### config.mk
export PLATFORM = sky130hd
export DESIGN_NAME = midpoint_circle_rasterizer
export DESIGN_NICKNAME = d
export VERILOG_FILES = /design/src/mcr_pkg.sv /design/src/midpoint_circle_rasterizer.sv /design/src/mcr_front.sv /design/src/mcr_fifo.sv /design/src/mcr_back.sv
export SDC_FILE = /design/constraint.sdc
export NUM_CORES = 1
export LEC_CHECK = 0
export ABC_AREA = 1
export BUFFER_PORTS_ARGS = -buffer_cell sky130_fd_sc_hd__buf_2
export CAP_MARGIN = 30
export CORE_MARGIN = 1
export CORE_UTILIZATION = 45
export CTS_CLUSTER_SIZE = 30
export DETAILED_ROUTE_END_ITERATION = 12
export SETUP_SLACK_MARGIN = 0.4
export SLEW_MARGIN = 20
export SYNTH_ARGS = -nofsm -noshare
export SYNTH_HDL_FRONTEND = slang
export SYNTH_SLANG_ARGS = --single-unit
### constraint.sdc
create_clock -name clk -period 18.47 [get_ports clk]
set_clock_uncertainty 0.15 [all_clocks]
set_input_delay 1.847 -clock clk [delete_from_list [all_inputs] [get_ports clk]]
set_output_delay 1.847 -clock clk [all_outputs]
set_load 0.005 [all_outputs]
### src/mcr_pkg.sv
package mcr_pkg;

  localparam int DEF_COORD_BITS = 16;
  localparam int OFS_BITS       = 16;
  localparam int DEC_BITS       = 20;
  localparam int RADIUS_BITS    = 14;
  localparam int COLOR_BITS     = 32;
  localparam int QUEUE_DEPTH    = 2;

  // decision variable terms
  localparam logic [DEC_BITS-1:0] DEC_INIT    = 20'd3;
  localparam logic [DEC_BITS-1:0] DEC_STEP_E  = 20'd6;
  localparam logic [DEC_BITS-1:0] DEC_STEP_SE = 20'd10;

  // index of the final result of a step
  localparam logic [2:0] LAST_OUTLINE = 3'd7;
  localparam logic [2:0] LAST_FILL    = 3'd3;

  typedef enum logic {
    ACT_START = 1'b0,
    ACT_STEP  = 1'b1
  } action_t;

  // packed size of one queued step: two centres, two offsets, colour, fill, done
  function automatic int job_width(input int cw);
    return 2 * cw + 2 * OFS_BITS + COLOR_BITS + 2;
  endfunction

endpackage

### src/midpoint_circle_rasterizer.sv
// Channel  | Dir | tdata (low bit up)                              | tlast        | tuser
// ---------+-----+-------------------------------------------------+--------------+-------------
// in_      | in  | center_x, center_y, radius, fill, color, pad    | -            | action
// out_     | out | span_x_start, span_x_end, span_y, color_out,pad | last_of_step | figure_done
//
// The front end takes one request per cycle while the two-entry step queue has room;
// start and empty steps leave the queue untouched.
// The back end issues one result per cycle unless stalled: 8 per outline step, 4 per fill.
// Sustained rate is set by that single output register; steps ahead wait in the queue.
// rst_n is synchronous, active low; it drops any figure in flight and empties the queue.
// Either side may stall at any time; out_ holds its result until taken.
module midpoint_circle_rasterizer #(
  parameter int  COORD_BITS = mcr_pkg::DEF_COORD_BITS,
  localparam int IN_FIELDS  = 2 * COORD_BITS + mcr_pkg::RADIUS_BITS + 1 + mcr_pkg::COLOR_BITS,
  localparam int IN_DW      = ((IN_FIELDS + 7) / 8) * 8,
  localparam int OUT_FIELDS = 3 * COORD_BITS + mcr_pkg::COLOR_BITS,
  localparam int OUT_DW     = ((OUT_FIELDS + 7) / 8) * 8
) (
  input  logic              clk,
  input  logic              rst_n,
  input  logic              in_tvalid,
  output logic              in_tready,
  // center_x, center_y, radius, fill, color, zero pad
  input  logic [IN_DW-1:0]  in_tdata,
  // action: 0 start, 1 step
  input  logic              in_tuser,
  output logic              out_tvalid,
  input  logic              out_tready,
  // span_x_start, span_x_end, span_y, color_out, zero pad
  output logic [OUT_DW-1:0] out_tdata,
  output logic              out_tlast,
  // figure_done
  output logic              out_tuser
);
  import mcr_pkg::*;

  localparam int JOB_W = job_width(COORD_BITS);

  // request field slices
  localparam int CY_LSB  = COORD_BITS;
  localparam int RAD_LSB = 2 * COORD_BITS;
  localparam int FIL_BIT = RAD_LSB + RADIUS_BITS;
  localparam int COL_LSB = FIL_BIT + 1;

  logic                  job_push, job_pop, queue_full, queue_empty;
  logic [JOB_W-1:0]      push_data, pop_data;
  logic [COORD_BITS-1:0] res_xs, res_xe, res_y;
  logic [COLOR_BITS-1:0] res_color;

  // front end: decode, Bresenham state update, queue at most one step per request
  mcr_front #(
    .COORD_BITS (COORD_BITS)
  ) u_front (
    .clk        (clk),
    .rst_n      (rst_n),
    .req_valid  (in_tvalid),
    .req_ready  (in_tready),
    .req_action (action_t'(in_tuser)),
    .req_cx     (in_tdata[COORD_BITS-1:0]),
    .req_cy     (in_tdata[CY_LSB +: COORD_BITS]),
    .req_radius (in_tdata[RAD_LSB +: RADIUS_BITS]),
    .req_fill   (in_tdata[FIL_BIT]),
    .req_color  (in_tdata[COL_LSB +: COLOR_BITS]),
    .job_push   (job_push),
    .job_data   (push_data),
    .queue_full (queue_full)
  );

  mcr_fifo #(
    .WIDTH (JOB_W),
    .DEPTH (QUEUE_DEPTH)
  ) u_queue (
    .clk       (clk),
    .rst_n     (rst_n),
    .push      (job_push),
    .push_data (push_data),
    .full      (queue_full),
    .pop       (job_pop),
    .pop_data  (pop_data),
    .empty     (queue_empty)
  );

  // back end: expands a step into its symmetric points or spans
  mcr_back #(
    .COORD_BITS (COORD_BITS)
  ) u_back (
    .clk       (clk),
    .rst_n     (rst_n),
    .job_valid (!queue_empty),
    .job_data  (pop_data),
    .job_pop   (job_pop),
    .res_valid (out_tvalid),
    .res_ready (out_tready),
    .res_xs    (res_xs),
    .res_xe    (res_xe),
    .res_y     (res_y),
    .res_color (res_color),
    .res_last  (out_tlast),
    .res_done  (out_tuser)
  );

  assign out_tdata = OUT_DW'({res_color, res_y, res_xe, res_xs});

endmodule

### src/mcr_front.sv
module mcr_front #(
  parameter int  COORD_BITS = mcr_pkg::DEF_COORD_BITS,
  localparam int JOB_W      = mcr_pkg::job_width(COORD_BITS)
) (
  input  logic                               clk,
  input  logic                               rst_n,
  input  logic                               req_valid,
  output logic                               req_ready,
  input  mcr_pkg::action_t                   req_action,
  input  logic [COORD_BITS-1:0]              req_cx,
  input  logic [COORD_BITS-1:0]              req_cy,
  input  logic [mcr_pkg::RADIUS_BITS-1:0]    req_radius,
  input  logic                               req_fill,
  input  logic [mcr_pkg::COLOR_BITS-1:0]     req_color,
  output logic                               job_push,
  output logic [JOB_W-1:0]                   job_data,
  input  logic                               queue_full
);
  import mcr_pkg::*;

  typedef struct packed {
    logic [COORD_BITS-1:0] cx;
    logic [COORD_BITS-1:0] cy;
    logic [OFS_BITS-1:0]   xo;
    logic [OFS_BITS-1:0]   yo;
    logic [COLOR_BITS-1:0] color;
    logic                  fill;
    logic                  done;
  } job_t;

  logic [COORD_BITS-1:0] cx_r, cx_nxt, cy_r, cy_nxt;
  logic [COLOR_BITS-1:0] color_r, color_nxt;
  logic                  fill_r, fill_nxt;
  logic [OFS_BITS-1:0]   xo_r, xo_nxt, yo_r, yo_nxt;
  logic [DEC_BITS-1:0]   dec_r, dec_nxt;
  logic                  active_r, active_nxt;

  logic                  accept;
  logic                  emit;
  logic                  d_neg;
  logic [DEC_BITS-1:0]   x4, y4, dec_e, dec_se;
  logic signed [OFS_BITS+1:0] nx_s, ny_s;
  logic                  done;
  job_t                  job;

  assign req_ready = !queue_full;
  assign accept    = req_valid && req_ready;
  assign emit      = active_r && (yo_r >= xo_r);
  assign d_neg     = dec_r[DEC_BITS-1];

  assign x4     = DEC_BITS'({xo_r, 2'b00});
  assign y4     = DEC_BITS'({yo_r, 2'b00});
  assign dec_e  = dec_r + x4 + DEC_STEP_E;
  assign dec_se = dec_r + x4 - y4 + DEC_STEP_SE;

  assign nx_s = $signed({2'b00, xo_r}) + $signed({{(OFS_BITS+1){1'b0}}, 1'b1});
  assign ny_s = $signed({2'b00, yo_r}) - $signed({{(OFS_BITS+1){1'b0}}, !d_neg});
  assign done = ny_s < nx_s;

  always_comb begin
    job.cx    = cx_r;
    job.cy    = cy_r;
    job.xo    = xo_r;
    job.yo    = yo_r;
    job.color = color_r;
    job.fill  = fill_r;
    job.done  = done;
  end
  assign job_data = job;

  always_comb begin
    cx_nxt     = cx_r;
    cy_nxt     = cy_r;
    color_nxt  = color_r;
    fill_nxt   = fill_r;
    xo_nxt     = xo_r;
    yo_nxt     = yo_r;
    dec_nxt    = dec_r;
    active_nxt = active_r;
    job_push   = 1'b0;
    if (accept) begin
      if (req_action == ACT_START) begin
        cx_nxt     = req_cx;
        cy_nxt     = req_cy;
        color_nxt  = req_color;
        fill_nxt   = req_fill;
        xo_nxt     = '0;
        yo_nxt     = OFS_BITS'(req_radius);
        dec_nxt    = DEC_INIT - DEC_BITS'({req_radius, 1'b0});
        active_nxt = 1'b1;
      end else if (active_r) begin
        if (!emit) begin
          active_nxt = 1'b0;
        end else begin
          job_push = 1'b1;
          dec_nxt  = d_neg ? dec_e : dec_se;
          xo_nxt   = nx_s[OFS_BITS-1:0];
          yo_nxt   = ny_s[OFS_BITS-1:0];
          if (done) begin
            active_nxt = 1'b0;
          end
        end
      end
    end
  end

  always_ff @(posedge clk) begin
    if (!rst_n) begin
      active_r <= 1'b0;
    end else begin
      active_r <= active_nxt;
    end
  end

  always_ff @(posedge clk) begin
    cx_r    <= cx_nxt;
    cy_r    <= cy_nxt;
    color_r <= color_nxt;
    fill_r  <= fill_nxt;
    xo_r    <= xo_nxt;
    yo_r    <= yo_nxt;
    dec_r   <= dec_nxt;
  end

endmodule

### src/mcr_fifo.sv
module mcr_fifo #(
  parameter int WIDTH = 8,
  parameter int DEPTH = mcr_pkg::QUEUE_DEPTH
) (
  input  logic             clk,
  input  logic             rst_n,
  input  logic             push,
  input  logic [WIDTH-1:0] push_data,
  output logic             full,
  input  logic             pop,
  output logic [WIDTH-1:0] pop_data,
  output logic             empty
);
  localparam int PTR_W = $clog2(DEPTH);
  localparam int CNT_W = $clog2(DEPTH + 1);

  logic [WIDTH-1:0] mem_r [DEPTH];
  logic [PTR_W-1:0] wr_ptr_r, wr_ptr_nxt, rd_ptr_r, rd_ptr_nxt;
  logic [CNT_W-1:0] cnt_r, cnt_nxt;

  assign full     = cnt_r == CNT_W'(DEPTH);
  assign empty    = cnt_r == '0;
  assign pop_data = mem_r[rd_ptr_r];

  always_comb begin
    wr_ptr_nxt = wr_ptr_r;
    rd_ptr_nxt = rd_ptr_r;
    cnt_nxt    = cnt_r;
    if (push) begin
      wr_ptr_nxt = (wr_ptr_r == PTR_W'(DEPTH - 1)) ? '0 : wr_ptr_r + PTR_W'(1);
    end
    if (pop) begin
      rd_ptr_nxt = (rd_ptr_r == PTR_W'(DEPTH - 1)) ? '0 : rd_ptr_r + PTR_W'(1);
    end
    if (push && !pop) begin
      cnt_nxt = cnt_r + CNT_W'(1);
    end else if (pop && !push) begin
      cnt_nxt = cnt_r - CNT_W'(1);
    end
  end

  always_ff @(posedge clk) begin
    if (!rst_n) begin
      wr_ptr_r <= '0;
      rd_ptr_r <= '0;
      cnt_r    <= '0;
    end else begin
      wr_ptr_r <= wr_ptr_nxt;
      rd_ptr_r <= rd_ptr_nxt;
      cnt_r    <= cnt_nxt;
    end
  end

  always_ff @(posedge clk) begin
    if (push) begin
      mem_r[wr_ptr_r] <= push_data;
    end
  end

endmodule

### src/mcr_back.sv
module mcr_back #(
  parameter int  COORD_BITS = mcr_pkg::DEF_COORD_BITS,
  localparam int JOB_W      = mcr_pkg::job_width(COORD_BITS)
) (
  input  logic                           clk,
  input  logic                           rst_n,
  input  logic                           job_valid,
  input  logic [JOB_W-1:0]               job_data,
  output logic                           job_pop,
  output logic                           res_valid,
  input  logic                           res_ready,
  output logic [COORD_BITS-1:0]          res_xs,
  output logic [COORD_BITS-1:0]          res_xe,
  output logic [COORD_BITS-1:0]          res_y,
  output logic [mcr_pkg::COLOR_BITS-1:0] res_color,
  output logic                           res_last,
  output logic                           res_done
);
  import mcr_pkg::*;

  typedef struct packed {
    logic [COORD_BITS-1:0] cx;
    logic [COORD_BITS-1:0] cy;
    logic [OFS_BITS-1:0]   xo;
    logic [OFS_BITS-1:0]   yo;
    logic [COLOR_BITS-1:0] color;
    logic                  fill;
    logic                  done;
  } job_t;

  job_t                  cur_r, cur_nxt;
  logic                  busy_r, busy_nxt;
  logic [2:0]            idx_r, idx_nxt;
  logic                  out_valid_r, out_valid_nxt;
  logic [COORD_BITS-1:0] xs_r, xe_r, y_r;
  logic [COLOR_BITS-1:0] color_r;
  logic                  last_r, done_r;

  logic                  load_out;
  logic                  is_last;
  logic [COORD_BITS-1:0] x_w, y_w, a, b, px, py, xs, xe;

  assign is_last  = idx_r == (cur_r.fill ? LAST_FILL : LAST_OUTLINE);
  assign load_out = busy_r && (!out_valid_r || res_ready);
  assign job_pop  = job_valid && (!busy_r || (load_out && is_last));

  assign x_w = COORD_BITS'(cur_r.xo);
  assign y_w = COORD_BITS'(cur_r.yo);

  // outline: bit0 swaps x/y, bit1 mirrors x, bit2 mirrors y
  // fill: bit1 swaps x/y, bit0 selects the lower row
  always_comb begin
    if (cur_r.fill) begin
      a  = idx_r[1] ? y_w : x_w;
      b  = idx_r[1] ? x_w : y_w;
      xs = cur_r.cx - a;
      xe = cur_r.cx + a + COORD_BITS'(1);
      py = idx_r[0] ? cur_r.cy + b : cur_r.cy - b;
      px = xs;
    end else begin
      a  = idx_r[0] ? y_w : x_w;
      b  = idx_r[0] ? x_w : y_w;
      px = idx_r[1] ? cur_r.cx - a : cur_r.cx + a;
      py = idx_r[2] ? cur_r.cy - b : cur_r.cy + b;
      xs = px;
      xe = px;
    end
  end

  always_comb begin
    cur_nxt       = job_pop ? job_t'(job_data) : cur_r;
    busy_nxt      = busy_r;
    idx_nxt       = idx_r;
    out_valid_nxt = out_valid_r;
    if (res_ready) begin
      out_valid_nxt = 1'b0;
    end
    if (load_out) begin
      out_valid_nxt = 1'b1;
      idx_nxt       = idx_r + 3'd1;
      if (is_last) begin
        busy_nxt = 1'b0;
      end
    end
    if (job_pop) begin
      busy_nxt = 1'b1;
      idx_nxt  = '0;
    end
  end

  always_ff @(posedge clk) begin
    if (!rst_n) begin
      busy_r      <= 1'b0;
      idx_r       <= '0;
      out_valid_r <= 1'b0;
    end else begin
      busy_r      <= busy_nxt;
      idx_r       <= idx_nxt;
      out_valid_r <= out_valid_nxt;
    end
  end

  always_ff @(posedge clk) begin
    cur_r <= cur_nxt;
    if (load_out) begin
      xs_r    <= xs;
      xe_r    <= xe;
      y_r     <= py;
      color_r <= cur_r.color;
      last_r  <= is_last;
      done_r  <= is_last && cur_r.done;
    end
  end

  assign res_valid = out_valid_r;
  assign res_xs    = xs_r;
  assign res_xe    = xe_r;
  assign res_y     = y_r;
  assign res_color = color_r;
  assign res_last  = last_r;
  assign res_done  = done_r;

endmodule

Word-level counts from Yosys, hierarchy flattened

Memories as Yosys holds them, arrays and structs flattened. A register that Yosys moved wholly into a read port is not among the register bits.
Index checks and enable logic that the tools add are counted.

Add/subtract/negate cells: 21
Magnitude comparators: 2
Equality and inequality tests: 4
Multiplexer cells: 39
Bitwise operators: 2
Reductions and logical operators: 26

Operators with widths:

| cell                  | number |
|---|---|
| $mux 16               | 14 |
| $mux 20               | 4 |
| $add 16x16->16        | 4 |
| $sub 16x16->16        | 4 |
| $add 20x18->20        | 1 |
| $add 20x3->20 const B | 1 |
| $add 20x4->20 const B | 1 |
| $sub 20x18->20        | 1 |
| $lt 18x18->1          | 1 |
| $add 16x1->17 const B | 1 |
| $mux 1                | 17 |
| $sub 16x1->17         | 1 |
| $add 16x1->16 const B | 1 |
| $ge 16x16->1          | 1 |
| $sub 2x15->16 const A | 1 |
| $mux 14               | 1 |
| $logic_and 1x1->1     | 8 |
| $reduce_bool 2->1     | 4 |
| $logic_not 1->1       | 7 |
| $mux 2                | 2 |
| $ne 2x1->1 const B    | 2 |
| $reduce_and 2->1      | 2 |
| $add 3x1->3 const B   | 1 |
| $eq 3x3->1            | 1 |
| other kinds (10)      | 13 |

Register bits: 209
RAM bits: 196
Input bits: 85
Output and inout port bits: 84
Logic and storage cells: 116
Memories kept: 1

Memory list:

| memory        | words | width | read ports | clocked after Yosys merged registers in | wr ports | line           | RTL |
|---|---|---|---|---|---|---|---|
| u_queue.mem_r | 2     | 98    | 1          | 1                                       | 1        | mcr_fifo.sv:17 | `logic [WIDTH-1:0] mem_r [DEPTH];` |

Logic depth before layout (Yosys ltp)

Gate-level depths: netlist of the first run.

Depth after elaboration: 10
Depth in mapped cells: 32
Gate-level depth less buffers: 30

By module

Synthesis of the first run repeated with hierarchy kept, for this count alone.

Cells, all modules: 2574
Area, all modules: 26824.5 µm²

Modules (own cells, without submodules):

| module                     | times used | cells an instance | area each (µm²) | seq. area each (µm²) |
|---|---|---|---|---|
| mcr_back                   | 1          | 1202              | 10973.0         | 5505.3 |
| mcr_front                  | 1          | 1031              | 8475.6          | 3503.4 |
| mcr_fifo                   | 1          | 340               | 7372.1          | 5985.7 |
| midpoint_circle_rasterizer | 1          | 1                 | 3.8             | 0.0 |

Worst setup path before layout of the first run

Ideal clock, no wire load.

Path kind: in2reg
Start point: input port out_tready
End point: register u_queue.cnt_r[1]
Setup time: 0.122 ns
Arrival: 10.157 ns
Data required time: 18.198 ns
Setup slack: 8.041 ns
Stages: 12
Cells stage by stage: inv_1 -> nand2_1 -> nand2_1 -> inv_1 -> a21oi_1 -> a21oi_1 -> inv_1 -> ha_1 -> a21oi_1 -> o21ai_0 -> o21ai_0 -> a21oi_1

Cells in the longest elaborated chain, start to end: 8
Elaborated cells on any way between the ends: 10

Ends and longest elaborated chain:

| item                                               | line                             | RTL |
|---|---|---|
| start: declaration                                 | midpoint_circle_rasterizer.sv:28 | `input logic out_tready,` |
| $logic_or 1x1->1 *                                 | mcr_back.sv:44                   | `assign load_out = busy_r && (!out_valid_r \|\| res_ready);` |
| $logic_and 1x1->1 *                                | mcr_back.sv:44                   |  |
| net u_back.load_out                                | mcr_back.sv:39                   | `logic load_out;` |
| $logic_and 1x1->1 *                                | mcr_back.sv:45                   | `assign job_pop = job_valid && (!busy_r \|\| (load_out && is_last));` |
| $logic_or 1x1->1 *                                 | mcr_back.sv:45                   |  |
| $logic_and 1x1->1 *                                | mcr_back.sv:45                   |  |
| net job_pop                                        | midpoint_circle_rasterizer.sv:45 | `logic job_push, job_pop, queue_full, queue_empty;` |
| $logic_not 1->1                                    | mcr_fifo.sv:35                   | `if (push && !pop) begin` |
| $logic_and 1x1->1                                  | mcr_fifo.sv:35                   |  |
| $mux 2 / $reduce_bool 2->1 (equally long branches) | --                               |  |
| end signal: assignment                             | mcr_fifo.sv:50                   | `cnt_r <= cnt_nxt;` |
| end: declaration                                   | mcr_fifo.sv:19                   | `logic [CNT_W-1:0] cnt_r, cnt_nxt;` |

The timed path passes the listed nets; every way through them passes the cells marked *.
A chain may end at the register's enable or synchronous reset.

Worst setup path in the final report of the first run

Start point: register u_back.idx_r[0]
End point: register u_back.y_r[15], in the netlist u_back.res_y[15], data pin

Cells in the longest elaborated chain, start to end: 4
Elaborated cells on any way between the ends: 6

Ends and longest elaborated chain:

| item                                                    | line            | RTL |
|---|---|---|
| start: declaration                                      | mcr_back.sv:33  | `logic [2:0] idx_r, idx_nxt;` |
| start signal: assignment                                | mcr_back.sv:98  | `idx_r <= idx_nxt;` |
| $mux 16                                                 | mcr_back.sv:62  | `b = idx_r[0] ? x_w : y_w;` |
| $add 16x16->16 / $sub 16x16->16 (equally long branches) | mcr_back.sv:64  | `py = idx_r[2] ? cur_r.cy - b : cur_r.cy + b;` |
| $mux 16                                                 | mcr_back.sv:64  |  |
| $mux 16 *                                               | mcr_back.sv:53  | `if (cur_r.fill) begin` |
| net u_back.py[15]                                       | mcr_back.sv:41  | `logic [COORD_BITS-1:0] x_w, y_w, a, b, px, py, xs, xe;` |
| end signal: assignment                                  | mcr_back.sv:108 | `y_r <= py;` |
| end: declaration                                        | mcr_back.sv:35  | `logic [COORD_BITS-1:0] xs_r, xe_r, y_r;` |

Marks and branches as above.

==> metrics, run 1 <==
# clock sinks=502; first-pass GRT wire length=96,370 um; Seq cells post-synth=502; Power Density=178.8 nW/um^2; switching portion of total power=41.36%; Hold Path Stages=0; Final Max Slew Viols=0; Logic pwr share=45.4%; unrepaired setup endpoints after global routing=no; Post-DP Area=27,880 sq um; Worst path slowest cell=buf_4; insertion delay to the later sink of the worst-skew pair=0.62 ns; dominant synthesized flop cell=edfxtp_1; placement row count=88; reg2reg end=u_back.res_y[15]; clock root buffer=clkbuf_16; mapped cell area=26,210 sq um; DIE AREA=59,200 sq um; Pleak=0.01252 uW; P_int=3119 uW; flop2flop setup slack=13.29 ns; GRT Total Usage=20.78%; Post-DRT Antenna Nets=0; period utilization=28.04%; post-synthesis instance total=2,643; first-pass detailed-route iteration total=5; vias in the first global route=17.83k; RD Place Congestion=0.8731; Ys Warns=0; Remaining DRCs=0; vias after detailed routing=18.46k; crit path time final=5.179 ns; Finish-stage setup viols=0; Max VDD drop=0.09787 mV; initial core utilization=45.51%; maximum level of the CTS H-tree=2; sequential power share=34.0%; status=complete, no violations; Post-synth EDFFs=492; FF-to-FF path depth=25; Hold Crit Start=u_back.cur_r[28]; Post-CTS Hold Buffers=0; initial DRC count=1,161; Synth async-reset ratio=0%; initial antenna violation count=0; DIE HEIGHT=243.3 um; number of max-cap violations=0; Avg Cell Area, Syn=9.915 sq um; I/O pins=169; sink of the worst hold path=u_back.res_color[26]; fin area=29,760 sq um; layout cells sized above 1=12.00%; synth unique cells=58; Reg2Reg Launch Point=u_back.idx_r[0]; Synth top cells by count=nand2_1 (754), edfxtp_1 (492), inv_1 (267), o21ai_0 (179), a21oi_1 (164); sequential area share after synthesis=57.14%; Final Hold Vio Count=0; post-synthesis net count=2,886; WS Path Type=flop to flop; Psw=2200 uW; slew margin rel.=37.14%; diodes inserted=0; Worst Path Max Fanout=73; setup TNS=0 ns; Worst Tran Pin Value=0.9429 ns; most common cell in the netlist=nand2_1; global route total overflow=0; fmax=193.1 MHz; FILL cells=5,156; Clock Power Share=20.6%; crit path DAT=5.39 ns; postcts setup bufs=0; input/output buffers=167; synthesis-to-layout area growth=13.54%; TritonCTS Buffers=53; largest net degree at the start of global routing=83; total chip power=5320 uW; Clock transition at path regs=0.06 ns; startpoint types=flop; CTS max path bufs=3; CORE AREA=57,590 sq um; Final HPWL DP=45,560 um; largest area contributor in the netlist=edfxtp_1; Crit path required time=18.68 ns; post-synth top area share=56.38%; DIE WIDTH=243.3 um; Vias/cell=5.095; WL/cell=17.11 um; CP endpoint kind=flop; final hold slack=0.2656 ns; Routed WL=62,000 um; Crit path largest cell delay=0.55 ns; synth top area cells=edfxtp_1 (56%), nand2_1 (11%), ha_1 (7.3%); NumNets Final=3,060; worst hold path class=flop to flop; post-CTS sizing=0; CTS tree=built
[how the worst max path moves through the flow]
| stage | start | endpoint | slack, ns |
|---|---|---|---|
| after CTS | u_back.idx_r[0] | u_back.res_y[15] | 13.32 |
| final | u_back.idx_r[0] | u_back.res_y[15] | 13.29 |
| after global routing | u_back.idx_r[0] | u_back.res_y[15] | 12.88 |
| after global placement | in_tuser | u_queue.mem_r[0][75] | 12.99 |
| after detailed placement | in_tuser | u_queue.mem_r[0][75] | 13.33 |
| after floorplan | out_tready | u_queue.cnt_r[1] | 8.04 |
[logic make-up (layout without fill, tap and decap cells)]
logic type,after synthesis,after routing,synth area share [%]
AOI/OAI and AO/OA,437,437,9.067
DFF,502,502,57.14
and+or+nand+nor,1101,1101,17.48
buffers and inverters,347,562,5.233
adders and majority gates,158,158,7.687
xor gates and xnor gates,97,97,3.356
muxes,1,1,0.03820
[power by group through the flow]
stage	logic [uW]	registers [uW]	clock network [uW]
detailed placement	2410	1830	0
global placement	2360	1830	0
floorplan	1750	1800	0
finish	2410	1810	1100
CTS	2420	1810	1130
global route	2740	1830	1160
[metal layers]
metal / GRT usage, % / wire, um / up-vias
met3: 2.699 / 2499 / 89
li1: - / - / 9366
met4: 5.457 / 1345 / 0
met1: 26.64 / 27340 / 8611
met5: 0 / 0 / -
met2: 36.87 / 30820 / 392
[critical path: cells and delay by family, from the launching register on]
kind            cells  cell delay (ns)
flops               1             0.32
xor+xnor            1             0.12
fa+ha+maj           3             0.81
simple gates       11             1.32
compound gates      5             1.06
buf+inv             5             1.14
[sequential cells by signal, indices dropped and copies added (netlist names)]
register	cells
u_back.res_valid	1
u_front.cy_r	16
u_front.active_r	1
u_back.res_color	32
u_back.res_xs	16
u_queue.cnt_r	2
u_front.fill_r	1
u_front.cx_r	16
u_queue.wr_ptr_r	1
u_back.busy_r	1
u_queue.mem_r	196
u_queue.rd_ptr_r	1
u_back.idx_r	3
u_front.color_r	32
u_back.y_w	16
u_front.dec_r	19
u_back.x_w	16
u_back.res_xe	16
u_back.cur_r	66
u_front.xo_r	16
u_back.res_y	16
u_back.res_last	1
u_back.res_done	1
u_front.yo_r	16
[area by class of cell]
class	instances	area [sq um]	area share [%]
clock buffers	58	1345	4.520
clock inverters	38	473.0	1.589
inverters	279	1052	3.536
multi-input cells	1794	9889	33.24
flip-flops and latches	502	14980	50.34
well taps	765	957.2	3.217
repair buffers	187	1059	3.557
[per-stage QoR]
stage / utilization (%) / instances / worst slack [ns]
final: 51.67 / 3623 / 13.29
after floorplan: - / 2643 / 8.041
after global placement: 48.34 / 3523 / 12.99
after detailed placement: 48.42 / 3525 / 13.33
after CTS: 51.58 / 3621 / 13.32
after global routing: 51.67 / 3623 / 12.88
[cell usage in the layout, fill, tap and decap left out, drive strengths merged, types with 36 or more instances in the layout]
master / instances
inv: 278
o21ai: 209
nor3: 36
ha: 153
clkbuf: 58
nand3: 99
a21oi: 165
buf: 187
xor2: 79
nand2: 767
edfxtp: 492
nor2: 150
Power figures use the tool's default switching activity.
==> run 2, diff against run 1 <==
- ABC_AREA: 1 -> 0
- clock period: 18.47 -> 4.55 ns (I/O delays scaled with it)
==> run 2 against run 1 <==
Compared with the run above:
- maximum frequency grew 21%
- clock power increased to 3.7 times the previous value
- non-clock buffer count grew 202
- sequential cell count did not move
- sequential share of layout area shrank 4.4 points
- total power grew to 3.8 times the previous value
- largest power group unchanged
==> metrics, run 2 <==
maximum level of the CTS H-tree=2 (unchanged); period utilization=94.46% (+66 points); Pleak=0.01216 uW (-2.9%); Post-DRT Antenna Nets=0 (unchanged); Post-synth EDFFs=492 (unchanged); number of max-cap violations=0 (unchanged); unrepaired setup endpoints after global routing=yes; Post-DP Area=28,820 sq um (+3.4%); flop2flop setup slack=0.25 ns (-13.04 ns); Avg Cell Area, Syn=12.71 sq um (+28%); Top reg by flops=u_queue.mem_r; input/output buffers=167 (unchanged); fin area=32,640 sq um (+9.7%); initial core utilization=45.54% (about the same); diodes inserted=0 (unchanged); total chip power=20,400 uW (+280%); WL/cell=18.45 um (+7.8%); Reg2Reg Launch Point=u_front.xo_r[0]; Synth top cells by count=edfxtp_1 (492), nor2_1 (161), ha_1 (153), xnor2_1 (115), inv_1 (112); Cells after DPL=3,020 (-14%); CP endpoint kind=flop; largest net degree at the start of global routing=62 (-25%); first-pass detailed-route iteration total=5 (unchanged); Crit path required time=4.74 ns (-13.94 ns); Largest register FFs=196 (unchanged); crit path time final=4.298 ns (-0.8811 ns); global route total overflow=0 (unchanged); Hold Crit Start=in_tdata[39]; Power Density=625.1 nW/um^2 (+250%); first-pass GRT wire length=92,960 um (-3.5%); most common cell in the netlist=edfxtp_1; Final Max Slew Viols=0 (unchanged); leading registers by flop count=u_queue.mem_r (196), u_back.cur_r (66); vias in the first global route=17.32k (-2.8%); Critical Path Start=u_front.xo_r[0]; largest area contributor in the netlist=edfxtp_1; initial DRC count=994 (-14%); worst hold path class=primary input to flop; Hold Path Stages=3 (+3); placement row count=88 (unchanged); Worst Tran Pin Value=0.7555 ns (-0.1875 ns); TritonCTS Buffers=51 (-3.8%); Remaining DRCs=0 (unchanged); most common cell after layout, fill and taps aside=edfxtp_1; mapped cell area=26,280 sq um (+0.27%); Worst Path Max Fanout=3 (-96%); WS Path Type=flop to flop; # clock sinks=502 (unchanged); Vias/cell=5.300 (+4.0%); startpoint types=flop; vias after detailed routing=17.20k (-6.8%); DIE HEIGHT=243.6 um (+0.13%); commonest cells after routing, fill and taps aside=edfxtp_1 (492), buf_2 (167), nor2_1 (151); sequential area share after synthesis=56.99% (-0.15 points); insertion delay to the later sink of the worst-skew pair=0.62 ns (about the same); synth top area cells=edfxtp_1 (56%), ha_1 (7.3%), mux2_2 (4.6%); CTS max path bufs=3 (unchanged); FF-to-FF path depth=21 (-16%); I/O pins=169 (unchanged); Seq cells post-synth=502 (unchanged); Final HPWL DP=41,740 um (-8.4%); post-synth top area share=56.23% (-0.15 points); Max VDD drop=0.4188 mV (+330%); Final Hold Vio Count=0 (unchanged); crit path DAT=4.49 ns (-0.90 ns); NumNets Final=2,681 (-12%); Finish-stage setup viols=0 (unchanged); status=complete, no violations; initial antenna violation count=0 (unchanged); Ys Warns=0 (unchanged); Synth async-reset ratio=0% (unchanged); slew margin rel.=49.17% (+12 points); Clock transition at path regs=0.06 ns (about the same); clock root buffer=clkbuf_16; layout cells sized above 1=28.01% (+16 points); post-synthesis instance total=2,068 (-22%); Non-Filler Instances=3,246 (-10%); dominant synthesized flop cell=edfxtp_1; synth unique cells=93 (+60%); final hold slack=0.06100 ns (-0.2046 ns); DIE AREA=59,360 sq um (+0.27%); CTS tree=built; post-synthesis net count=2,311 (-20%); DIE WIDTH=243.6 um (+0.13%); GRT Total Usage=19.80% (-0.98 points); fmax=232.7 MHz (+21%); RD Place Congestion=0.9160 (+4.9%); synthesis-to-layout area growth=24.21%; Routed WL=59,900 um (-3.4%); CORE AREA=57,700 sq um (+0.19%)
## run 2: changes by cell type after synthesis, sizes merged, moves of 22 or more
cell   previous run  this run
a21o              6        51
a21oi           165       100
and3              0        22
inv             276       113
mux2              0       108
mux2i             1        77
nand2           767        75
nand3            99        38
o21ai           209        82
xnor2            18       115
xor2             79        55
## run 2: layout make-up
class / count / area (sq um)
inverter: 114 / 431.7
tap: 765 / 957.2
multi-input combinational: 1380 / 11590
fill: 4795 / 25060
clock buffer: 58 / 1324
sequential: 502 / 14980
timing repair buffer: 389 / 3023
clock inverter: 38 / 327.8
## run 2: routing by layer
| metal | GRT usage, % | share of wire, % |
|---|---|---|
| met1 | 24.87 | 43 |
| met2 | 35.09 | 50 |
| met5 | 0 | 0 |
| met3 | 2.456 | 3.1 |
| met4 | 6.783 | 3.2 |
## run 2: what timing repair did
item                                    CTS  global route
hold endpoints to repair                 69             0
hold buffers                             68             0
endpoints found under the setup margin   27           171
gates cloned                              1             2
buffers inserted                         26            32
resized for setup                        77            91
pin swaps                                47            83
## run 2: power by group
group / internal [uW] / switching, uW
combinational: 4580 / 5020
sequential: 6250 / 469
clock: 2290 / 1790
total: 13100 / 7290
## run 2: kinds of logic (layout without fill, tap and decap cells)
group | after synthesis | after routing | synth area share, %
flip-flops | 502 | 502 | 56.99
AND/OR/NAND/NOR | 487 | 487 | 9.442
AO/OA/AOI/OAI | 379 | 379 | 9.614
buffers and inverters | 186 | 599 | 2.928
multiplexers | 185 | 185 | 7.609
XOR/XNOR | 171 | 171 | 5.752
adder cells (fa/ha/maj) | 158 | 158 | 7.666
## run 2: through the flow
stage / setup WS [ns] / utilization, % / setup TNS (ns)
after floorplan: -0.6350 / - / -124.44
after global placement: 0.07198 / 49.91 / 0
after detailed placement: 0.02955 / 49.95 / 0
after CTS: 0.2308 / 55.15 / 0
after global routing: 0.02555 / 56.57 / 0
final: 0.2522 / 56.57 / 0
## run 2: final timing paths
path | to
hold reg to reg | u_back.res_color[18]
setup / recovery | u_front.dec_r[19]
setup reg to reg | u_front.dec_r[19]
hold / removal | u_front.yo_r[7]
## run 2: critical path: stages, from the launching register on
cell and delay, ns:
edfxtp_1 0.39, ha_2 0.21, inv_2 0.05, fa_2 0.21
nor2b_2 0.05, o31a_1 0.31, o31ai_4 0.25, buf_6 0.16
nand3_4 0.07, nand3_2 0.10, inv_2 0.05, ha_4 0.26
ha_4 0.19, and3_4 0.17, a221oi_4 0.27, nor2b_2 0.08
nor2_1 0.13, o21a_1 0.19, o21ai_2 0.08, o41ai_2 0.37
xnor2_1 0.15, o211ai_1 0.09
==> run 3, diff against run 2 <==
- ABC_AREA: 0 -> 1
- clock period: 4.55 -> 4.35 ns (I/O delays scaled with it)
==> run 3 against run 2 <==
Compared with the run above:
- worst setup slack better by 0.034 ns
- wire length up 7.9%
- sequential power up 14%
- sequential share of layout area up 0.30 points
- highest routed layer unchanged
- sequential cell count unchanged
==> metrics, run 3 (same netlist as run 1, synthesis figures left out) <==
synthesis-to-layout area growth=23.74%; most common cell after layout, fill and taps aside=nand2_1; layout cells sized above 1=20.11% (-7.9 points); Pleak=0.01356 uW (+11%); CP top delay family=simple AND/OR/NAND/NOR gates; Core Util, Final=56.31% (-0.26 points); Non-Filler Instances=3,818 (+18%); Hold Crit Start=out_tready; DIE AREA=59,200 sq um (-0.27%); initial antenna violation count=0 (unchanged); slew margin rel.=39.32% (-9.9 points); status=complete, no violations; Worst Path Max Fanout=4 (+1); met1 WL=28,380 um (+9.5%); WL/cell=16.93 um (-8.2%); Largest register FFs=196 (unchanged); Routed WL=64,660 um (+7.9%); first-pass detailed-route iteration total=5 (unchanged); Clock transition at path regs=0.06 ns (about the same); top sig layer=met4; WS Path Type=flop to flop; maximum level of the CTS H-tree=2 (unchanged); CP endpoint kind=flop; number of max-cap violations=0 (unchanged); worst hold path class=primary input to flop; insertion delay to the later sink of the worst-skew pair=0.64 ns (+0.02 ns); Reg2Reg Launch Point=u_back.x_w[1]; DIE HEIGHT=243.3 um (-0.13%); Max VDD drop=0.5331 mV (+27%); vias in the first global route=18.51k (+6.9%); Final HPWL DP=47,140 um (+13%); initial core utilization=45.51% (about the same); Final Max Slew Viols=0 (unchanged); TritonCTS Buffers=54 (+5.9%); FF-to-FF path depth=25 (+19%); Hold Path Stages=4 (+1); vias after detailed routing=19.22k (+12%); flop2flop setup slack=0.29 ns (+0.03 ns); commonest cells after routing, fill and taps aside=nand2_1 (733), edfxtp_1 (492), inv_1 (257); unrepaired setup endpoints after global routing=yes; Power Density=770.3 nW/um^2 (+23%); Crit path required time=4.56 ns (-0.18 ns); Met2 Routed Length=31,600 um (+4.6%); reg2reg end=u_back.res_y[15]; Worst Tran Pin Value=0.9007 ns (+0.1453 ns); RD Place Congestion=0.9028 (-1.4%); placement row count=88 (unchanged); input/output buffers=167 (unchanged); Remaining DRCs=0 (unchanged); most frequent CP cell=nand2_2; Critical Path Start=u_back.x_w[1]; # clock sinks=502 (unchanged); CTS max path bufs=3 (unchanged); startpoint types=flop; crit path DAT=4.27 ns (-0.22 ns); met3 WL=2466 um (+33%); fmax=246.1 MHz (+5.8%); leading registers by flop count=u_queue.mem_r (196), u_back.cur_r (66); crit path time final=4.063 ns (-0.2344 ns); period utilization=93.41% (-1.0 points); global route total overflow=0 (unchanged); clock root buffer=clkbuf_16; DIE WIDTH=243.3 um (-0.13%); first-pass GRT wire length=99,570 um (+7.1%); Post-DRT Antenna Nets=0 (unchanged); I/O pins=169 (unchanged); Vias/cell=5.034 (-5.0%); Worst path slowest cell=edfxtp_1; Crit path largest cell delay=0.43 ns (+0.04 ns); diodes inserted=0 (unchanged); CTS tree=built; NumNets Final=3,252 (+21%); sink of the worst hold path=u_back.res_valid; largest net degree at the start of global routing=102 (+65%); number of cells on the critical path=25 (+19%); initial DRC count=961 (-3.3%); Finish-stage setup viols=0 (unchanged); Final Hold Vio Count=0 (unchanged); Top reg by flops=u_queue.mem_r; Cells after DPL=3,628 (+20%); Buf+Inv Stages, Crit Path=5 (+2); CORE AREA=57,590 sq um (-0.19%); GRT Total Usage=21.55% (+1.7 points)
==> run 3: changes by cell type in the layout (fill, tap and decap cells not counted), sizes merged, moves of 22 or more <==
| cell | before | now |
|---|---|---|
| nand3 | 38 | 99 |
| a21o | 51 | 6 |
| mux2i | 77 | 1 |
| nand2 | 75 | 767 |
| a21oi | 100 | 165 |
| and3 | 22 | 0 |
| inv | 118 | 277 |
| xor2 | 55 | 79 |
| xnor2 | 115 | 18 |
| mux2 | 108 | 0 |
| o21ai | 82 | 209 |
==> run 3: routing by layer <==
layer,track usage (%),vias up
met5,0,-
met4,8.065,0
met3,3.261,116
met2,36.79,332
met1,27.63,9031
li1,-,9742
==> run 3: where the power goes <==
part	switching, uW	internal (uW)	leakage (uW)
clock	1950	2760	0.000897
sequential	578	7050	0.00462
combinational	7680	4960	0.00804
==> run 3: cell type report <==
cell class,count,area (sq um)
clock buffer,55,1355
inverter,279,1069
clock inverter,45,496.7
tap,765,957.2
sequential,502,14980
fill,4935,25160
timing repair buffer,378,2713
multi-input combinational,1794,10860
==> run 3: worst max-delay path by stage <==
stage                                  end  slack [ns]
after floorplan           u_queue.cnt_r[1]       -0.22
after detailed placement  u_back.res_y[15]       -0.07
after global routing      u_back.res_y[15]       0.006
after global placement    u_back.res_y[15]      -0.003
after CTS                 u_back.res_y[15]        0.30
final                     u_back.res_y[15]        0.29
==> run 3: timing repair <==
action,in CTS,in global routing
setup buffers,5,18
hold buffers,67,0
endpoints found under the setup margin,22,30
resized for setup,54,160
pin swaps,14,65
hold endpoints to repair,74,0
==> run 3: worst register-to-register path, cell delays in order, from the launching register on <==
cell,delay [ns]
edfxtp_1,0.43
inv_1,0.08
nand2_1,0.07
nand2_2,0.10
ha_2,0.27
nand2_2,0.06
a21boi_2,0.16
ha_2,0.19
inv_2,0.05
nor3_4,0.25
nand4_4,0.14
nor2_4,0.14
nand2_2,0.07
nor2_2,0.11
xnor2_1,0.12
a21oi_1,0.09
ha_1,0.33
a21oi_2,0.15
nor2_2,0.06
a211oi_2,0.22
inv_1,0.08
a221oi_2,0.19
buf_4,0.15
inv_2,0.03
nand3_2,0.04
nand2_1,0.04
==> run 3: stage by stage <==
stage	setup WS (ns)	hold WS, ns	total power (uW)	TNS (ns)	cell area (sq um)
2_1_floorplan	-0.2172	0.2503	15040	-0.2663	26290
3_3_place_gp	-0.003278	0.2508	18670	-0.003278	28710
3_5_place_dp	-0.06643	0.2545	18890	-0.06643	28750
4_1_cts	0.2984	0.001531	23980	0	31550
5_1_grt	0.006059	0.01947	26860	0	32430
6_report	0.2866	0.03180	24980	0	32430
